`src/rtl/svna_pkg.sv`:
```
// shared constants and types for the smooth vertex normal accumulator
package svna_pkg;

  localparam int MAX_VERTS_DEF = 4096;
  localparam int POS_WIDTH_DEF = 24;
  localparam int ACC_WIDTH_DEF = 24;

  // magnitude width of a vector handed to the normaliser (cross product up to 2^61)
  localparam int MW = 62;
  // quotient width of one normalised component (at most 16384)
  localparam int QW = 15;
  // edge magnitude width (holds the difference of two 24-bit positions)
  localparam int EMW = 33;

  typedef logic [1:0] func_t;
  localparam func_t FN_STORE = 2'd0;
  localparam func_t FN_TRI   = 2'd1;
  localparam func_t FN_READ  = 2'd2;
  localparam func_t FN_CLEAR = 2'd3;

  typedef logic [1:0] status_t;
  localparam status_t ST_OK    = 2'd0;
  localparam status_t ST_RANGE = 2'd1;
  localparam status_t ST_ZERO  = 2'd2;

  typedef struct packed {
    logic done;
    logic zero;
  } norm_stat_t;

endpackage

```
`src/rtl/svna_norm.sv`:
```
// iterative vector normaliser: common shrink, sum of squares, square root, rounded divide
module svna_norm (
  input  logic                   clk,
  input  logic                   rst,
  input  logic                   start,
  input  logic [svna_pkg::MW-1:0] mag_in [3],
  output svna_pkg::norm_stat_t   stat,
  output logic [svna_pkg::QW-1:0] q [3]
);
  import svna_pkg::*;

  typedef enum logic [6:0] {
    N_IDLE  = 7'b0000001,
    N_SHR   = 7'b0000010,
    N_SQ    = 7'b0000100,
    N_CHK   = 7'b0001000,
    N_SQRT  = 7'b0010000,
    N_DLOAD = 7'b0100000,
    N_DIV   = 7'b1000000
  } nstate_t;

  nstate_t       state;
  logic          done;
  logic          zero;
  logic [MW-1:0] m [3];
  logic [1:0]    sq_cnt;
  logic [29:0]   sq_op;
  logic [59:0]   sprod;
  logic [61:0]   sum;
  logic [62:0]   s_rem;
  logic [62:0]   root;
  logic [62:0]   root_next;
  logic [62:0]   trial;
  logic [61:0]   bitv;
  logic [30:0]   len;
  logic [1:0]    comp;
  logic [3:0]    dcnt;
  logic [31:0]   rem;
  logic [31:0]   dtrial;
  logic [14:0]   low;
  logic [QW-1:0] qacc;
  logic [44:0]   num;
  logic          qb;

  assign stat.done = done;
  assign stat.zero = zero;

  always_comb begin
    case (sq_cnt)
      2'd0:    sq_op = m[0][29:0];
      2'd1:    sq_op = m[1][29:0];
      2'd2:    sq_op = m[2][29:0];
      default: sq_op = '0;
    endcase
  end

  assign trial = root + 63'(bitv);
  always_comb begin
    if (s_rem >= trial) begin
      root_next = (root >> 1) + 63'(bitv);
    end else begin
      root_next = root >> 1;
    end
  end

  assign num    = {m[comp][29:0], 14'd0} + 45'(len >> 1);
  assign dtrial = {rem[30:0], low[14]};
  assign qb     = (dtrial >= {1'b0, len});

  always_ff @(posedge clk) begin
    if (rst) begin
      state <= N_IDLE;
      done  <= 1'b0;
      zero  <= 1'b0;
    end else begin
      case (state)
        N_IDLE: begin
          done <= 1'b0;
          if (start) begin
            m[0]  <= mag_in[0];
            m[1]  <= mag_in[1];
            m[2]  <= mag_in[2];
            zero  <= 1'b0;
            state <= N_SHR;
          end
        end
        N_SHR: begin
          if ((|m[0][MW-1:30]) || (|m[1][MW-1:30]) || (|m[2][MW-1:30])) begin
            m[0] <= m[0] >> 1;
            m[1] <= m[1] >> 1;
            m[2] <= m[2] >> 1;
          end else begin
            sq_cnt <= '0;
            sum    <= '0;
            state  <= N_SQ;
          end
        end
        N_SQ: begin
          sprod <= sq_op * sq_op;
          if (sq_cnt != 2'd0) begin
            sum <= sum + 62'(sprod);
          end
          sq_cnt <= sq_cnt + 2'd1;
          if (sq_cnt == 2'd3) begin
            state <= N_CHK;
          end
        end
        N_CHK: begin
          if (sum == '0) begin
            zero  <= 1'b1;
            done  <= 1'b1;
            state <= N_IDLE;
          end else begin
            s_rem <= 63'(sum);
            root  <= '0;
            bitv  <= 62'd1 << 60;
            state <= N_SQRT;
          end
        end
        N_SQRT: begin
          if (s_rem >= trial) begin
            s_rem <= s_rem - trial;
          end
          root <= root_next;
          bitv <= bitv >> 2;
          if (bitv == 62'd1) begin
            len   <= root_next[30:0];
            comp  <= '0;
            state <= N_DLOAD;
          end
        end
        N_DLOAD: begin
          rem   <= 32'(num[44:15]);
          low   <= num[14:0];
          dcnt  <= '0;
          state <= N_DIV;
        end
        N_DIV: begin
          rem  <= qb ? (dtrial - {1'b0, len}) : dtrial;
          low  <= low << 1;
          qacc <= {qacc[QW-2:0], qb};
          dcnt <= dcnt + 4'd1;
          if (dcnt == 4'd14) begin
            q[comp] <= {qacc[QW-2:0], qb};
            if (comp == 2'd2) begin
              done  <= 1'b1;
              state <= N_IDLE;
            end else begin
              comp  <= comp + 2'd1;
              state <= N_DLOAD;
            end
          end
        end
        default: state <= N_IDLE;
      endcase
    end
  end

endmodule

```
`config.mk`:
```
export PLATFORM = sky130hd
export DESIGN_NAME = svna_norm
export DESIGN_NICKNAME = d
export VERILOG_FILES = /design/src/rtl/svna_pkg.sv /design/src/rtl/svna_norm.sv
export SDC_FILE = /design/constraint.sdc
export NUM_CORES = 2
export LEC_CHECK = 0
export BUFFER_PORTS_ARGS = -buffer_cell sky130_fd_sc_hd__buf_2
export CORE_ASPECT_RATIO = 0.6
export CORE_MARGIN = 3
export CORE_UTILIZATION = 55
export CTS_BUF_LIST = sky130_fd_sc_hd__clkbuf_8
export DETAILED_ROUTE_END_ITERATION = 8
export MAX_ROUTING_LAYER = met4
export PLACE_DENSITY = 0.76
export SLEW_MARGIN = 20
export SYNTH_ARGS = -nofsm -noshare
export SYNTH_HDL_FRONTEND = slang
export SYNTH_SLANG_ARGS = --single-unit
```
`constraint.sdc`:
```
create_clock -name clk -period 18.1 [get_ports clk]
set_input_delay 3.62 -clock clk [delete_from_list [all_inputs] [get_ports clk]]
set_output_delay 3.62 -clock clk [all_outputs]
set_load 0.005 [all_outputs]
```
; ---- Word level (Yosys, flattened, before mapping)
; Memory sizes are Yosys's and may differ from the RTL's. A register that Yosys moved wholly into a read port is not among the register bits.
; Index checks and enable logic that the tools add are counted.
[word_totals]
mem_bits_rw = 186
n_memories = 1
out_inout_bits = 47
register_bits = 463
[classes]
bitwise = 5
n_lt_le_gt_ge = 4
muxes = 51
n_reduce_logical = 28
mul = 1
n_addsub = 9
n_eq_ne = 24
[mem_list]
columns = memory, words, word_bits, read_ports, rd_ports_with_merged_regs, write_ports, line
row1 = m, 3, 62, 4, 1, 3, svna_norm.sv:25  ; logic [MW-1:0] m [3];
[op_table]
columns = operator, count
row1 = $mux W62, 6
row2 = $mux W63, 4
row3 = $pmux W63 S2, 2
row4 = $pmux W62 S2, 2
row5 = $reduce_or A32 Y1, 3
row6 = $pmux W30 S3, 1
row7 = $add A62 B62 Y63, 1
row8 = $add A63 B62 Y63, 1
row9 = $ge A63 B63 Y1, 1
row10 = $sub A63 B63 Y63, 1
row11 = $add A62 B60 Y62, 1
row12 = $eq A62 B1 Y1 const B, 1
row13 = $logic_not A62 Y1, 1
row14 = $pmux W31 S2, 1
row15 = $mul A30 B30 Y60, 1
row16 = $pmux W7 S7, 1
row17 = $add A44 B30 Y45, 1
row18 = $bwmux W45, 1
row19 = $mux W7, 5
row20 = $ge A32 B31 Y1, 1
row21 = $mux W31, 1
row22 = $sub A31 B31 Y31, 1
row23 = $demux W15 S2, 1
row24 = $pmux W15 S2, 1
row25 = other kinds (36), 82

; ---- Logic depth before layout (Yosys ltp)
; An unclocked memory read counts as a cell.
[logic_depth]
depth_word = 9
mapped_depth = 38
ltp_nobuf = 34

; ---- Least setup slack after synthesis
; Ideal clock, no wire load.
[synth_path]
path_kind = input -> register
start = in rst
end = reg s_rem[0] (enable)
setup_time_ns = 0.580
cell_stages = 3
slack_ns = 1.803
required_ns = 17.520
t_arrival_ns = 15.717
cell_sequence = clkbuf_1 > a211oi_1 > a21boi_0
[synth_via]
elab_chain_len = 2
[synth_rtl]
columns = item, line
row1 = from (decl), svna_norm.sv:4  ; input logic rst,
row2 = $not A1 Y1 (no line), n/a
row3 = $reduce_and A4 Y1 (no line), n/a
row4 = to (signal assigned), svna_norm.sv:114  ; s_rem <= 63'(sum);
row5 = to (signal assigned), svna_norm.sv:122  ; s_rem <= s_rem - trial;
row6 = to (decl), svna_norm.sv:30  ; logic [62:0] s_rem;
; No other way between the ends.
; A chain may end at the register's enable or synchronous reset.

; ---- Worst setup path after layout
[layout_path]
start = reg sq_cnt[0]
end = reg sprod[56], data pin
[layout_via]
elab_chain_len = 3
word_cells_on_any_way = 5
classes_between = mul (1) / eq/ne (2) / mux (1) / reduce/logical (1)
[layout_rtl]
columns = item, line
row1 = from (decl), svna_norm.sv:26  ; logic [1:0] sq_cnt;
row2 = from (signal assigned), svna_norm.sv:103  ; sq_cnt <= sq_cnt + 2'd1;
row3 = "$eq A2 B2 Y1, or another cell as far along", svna_norm.sv:49  ; case (sq_cnt)
row4 = $pmux W30 S3 *, svna_norm.sv:49
row5 = $mul A30 B30 Y60 *, svna_norm.sv:99  ; sprod <= sq_op * sq_op;
row6 = to (signal assigned), svna_norm.sv:99
row7 = to (decl), svna_norm.sv:28  ; logic [59:0] sprod;
; Every way passes the cells marked *; elsewhere a longest branch is shown, timed or not.

==> results.yml <==
clock_tree:
  clockRootBuffer: "clkbuf_8"
  cts_tree: "done"
  cts_buffers: 98
  cts.sinks: 619
  cts_resized: 0
  clock_latency_ns: 0.87
  cts_setup_buffers: 0
  clk_pin_slew_ns: 0.08
  cts.path.max_buffers: 3
  cts_hold_buf: 0
  htree_num_levels: 3
cells_and_area:
  fin_nets: 8263
  layout-drive-gt1-share_pct: 10.3
  fin_cells: 8564
  final_util_pct: 59.9
  syn_to_final_growth_pct: 7.59
  fill_cells: 10130
  final_area_um2: 70200
critical_path:
  slowest_stage: "clkinv_1"
  cpPeakStageDelay_ns: 0.90
  critPathRequiredTime_ns: 18.60
  start_kind: "flip-flop"
  path_max_fanout: 31
  critPathKind: "reg2reg"
  crit_arrival_ns: 11.76
  timing.critical_path.mode_cell: "fa_1"
  end_kind: "flip-flop"
routing:
  vias: 51934
  viasPerCell: 6.06
  ant_nets: 0
  firstDrtPassIters: 8
  drc: 0
  totalWireLength_mm: 218
  drt_iter0_markers: 6614
  avgRoutedWirePerCell_um: 25.4
grt:
  top_usage_layer: "met1"
  grt_first_pass_wirelength_mm: 324
  grt_pass1_vias: 49985
  grt_start_max_net_pins: 99
  gr-total-overflow: 0
  use_met3_pct: 16.4
  antenna_found_initial: 23
  track_usage_pct: 36.5
  met1_usage_pct: 54.9
  grt_util_met2_pct: 44.1
timing:
  tightest_slew_ns: 1.30
  hold_viol: 0
  fmaxAchievable_mhz: 88.8
  setup_violations: 0
  rsz0062_at_grt: "false"
  maxSlewViolCount: 0
  finalClockSkew_ns: 0.136
  min_period_ns: 11.27
  fin_crit_sh_pct: 62.2
  finalSetupTns_ns: 0
  slew_headroom_pct: 12.8
flow_run:
  maxCapViolCount: 0
pwr:
  switchingPower_w: 0.00272
  p_seq_share_pct: 28.0
  p_leak_nw: 31.6
  switching_share_pct: 43.5
  clkPwrFrac_pct: 20.9
  power_density_nw_per_um2: 88.9
  max-vdd-ir-drop_uv: 126
  power.internal_w: 0.00352
  comb_power_share_pct: 51.0
placement:
  place_congestion: 1.03
  dp_hpwl_mm: 177
  place_inst: 8364
  placed_area_um2: 68100
  io_buffers: 235
floorplanning:
  fp.dieArea_um2: 123000
  core_um2: 117000
  num_io_pins: 236
  placementRows: 97
  die_y_um: 273
  start_util_pct: 55.6
  die_w_um: 451
yosys:
  async_reset_ff_share_pct: 0
  synth_area_um2: 65200
  synthDistinctLibCells: 92
  synth.avg_cell_area_um2: 9.71
  synthesis.nets: 8097
  yosysSeqAreaShare_pct: 28.3
  ys_ff_latch: 619
  yosys_warnings: 0
  synthesis.instances: 6715
  synthFlopType: "edfxtp_1"
  synth_edf_count: 608
run_status:
  status: "finished clean"
min_path:
  hp-class: "reg2reg"
state kept, by name, summed over array words and instances, names as in the netlist, named ones only:
| signal | count |
|---|---|
| done | 1 |
| comp | 2 |
| state | 7 |
| sprod | 59 |
| q | 45 |
| sum | 62 |
| s_rem | 63 |
| zero | 1 |
| root | 63 |
| bitv | 31 |
| len | 31 |
| m | 186 |
| dcnt | 4 |
| qacc | 14 |
| low | 15 |
| rem | 31 |
| sq_cnt | 2 |
Yosys cell counts (159+ instances only):
master / number / area (um^2)
mux2_2: 185 / 2080
inv_1: 1030 / 3870
clkbuf_1: 205 / 769
edfxtp_1: 608 / 18300
xor2_1: 159 / 1390
a21oi_1: 338 / 1690
nor2_1: 524 / 1970
ha_1: 493 / 6170
fa_1: 700 / 14000
xnor2_1: 173 / 1520
nand2_1: 665 / 2500
o21ai_0: 312 / 1560
stage by stage:
stage	hold WS, ns	power, W	worst slack [ns]
4_1_cts	0.446	0.00618	7.14
2_1_floorplan	0.437	0.00382	1.80
6_report	0.455	0.00624	6.83
3_3_place_gp	0.450	0.00484	6.94
5_1_grt	0.484	0.00658	6.62
3_5_place_dp	0.467	0.00485	7.30
worst max-delay path, delay by kind of cell, from the launching register on:
kind,cells,cell delay [ns]
DFF,1,0.41
adders and majority gates,10,4.48
xor gates and xnor gates,1,0.08
buffers and inverters,9,1.81
and+or+nand+nor,4,1.45
AOI/OAI and AO/OA,9,2.63
power by group through the flow:
stage | clock network, W | registers [W] | logic [W]
3_5_place_dp | 0 | 0.00178 | 0.00308
4_1_cts | 0.00133 | 0.00175 | 0.00310
3_3_place_gp | 0 | 0.00178 | 0.00306
5_1_grt | 0.00139 | 0.00175 | 0.00344
2_1_floorplan | 0 | 0.00177 | 0.00205
6_report | 0.00131 | 0.00175 | 0.00318
kinds of logic after synthesis:
family                     Yosys count  synth area share (%)
and+or+nand+nor                   1797                  12.5
DFF                                619                  28.3
adders and majority gates         1193                  30.9
xor gates and xnor gates           332                  4.46
buffers and inverters             1279                  7.47
AOI/OAI and AO/OA                 1257                  12.2
muxes                              238                  4.01
worst paths after layout:
path,startpoint,to,slack (ns),cells past startpoint
max,sq_cnt[0]$_SDFFCE_PN0P_,sprod[56]$_DFFE_PP_,6.83,33
min,qacc[3]$_DFFE_PP_,q[19]$_DFFE_PP_,0.45,0
max reg2reg,sq_cnt[0]$_SDFFCE_PN0P_,sprod[56]$_DFFE_PP_,6.83,33
min reg2reg,qacc[3]$_DFFE_PP_,q[19]$_DFFE_PP_,0.45,0
final cells by class:
class | instances | area [um^2] | share of cell area (%)
multi-input combinational | 4817 | 42000 | 59.9
sequential | 619 | 18500 | 26.3
inverter | 1035 | 3890 | 5.54
tap | 1584 | 1980 | 2.82
timing repair buffer | 310 | 1750 | 2.49
clock buffer | 99 | 1360 | 1.94
clock inverter | 83 | 661 | 0.941
antenna | 17 | 42.5 | 0.0606
per-layer routing:
layer,part of all wire [%],wire length (um)
met3,16,34500
met1,45,99100
met2,37,80100
met4,1.9,4200
met5,0,0
placed cells by master (no fill, tap or decap), types with 81 or more instances in the layout:
cell,count
ha_1,493
o21ai_0,312
clkbuf_8,99
nand2_1,665
xor2_1,159
mux2_2,185
buf_2,235
and2_1,104
nor2_1,514
a21oi_1,337
edfxtp_1,608
nand4_1,81
inv_1,1051
xnor2_1,173
fa_1,700
a21o_1,134
(Power assumes the default switching activity.)
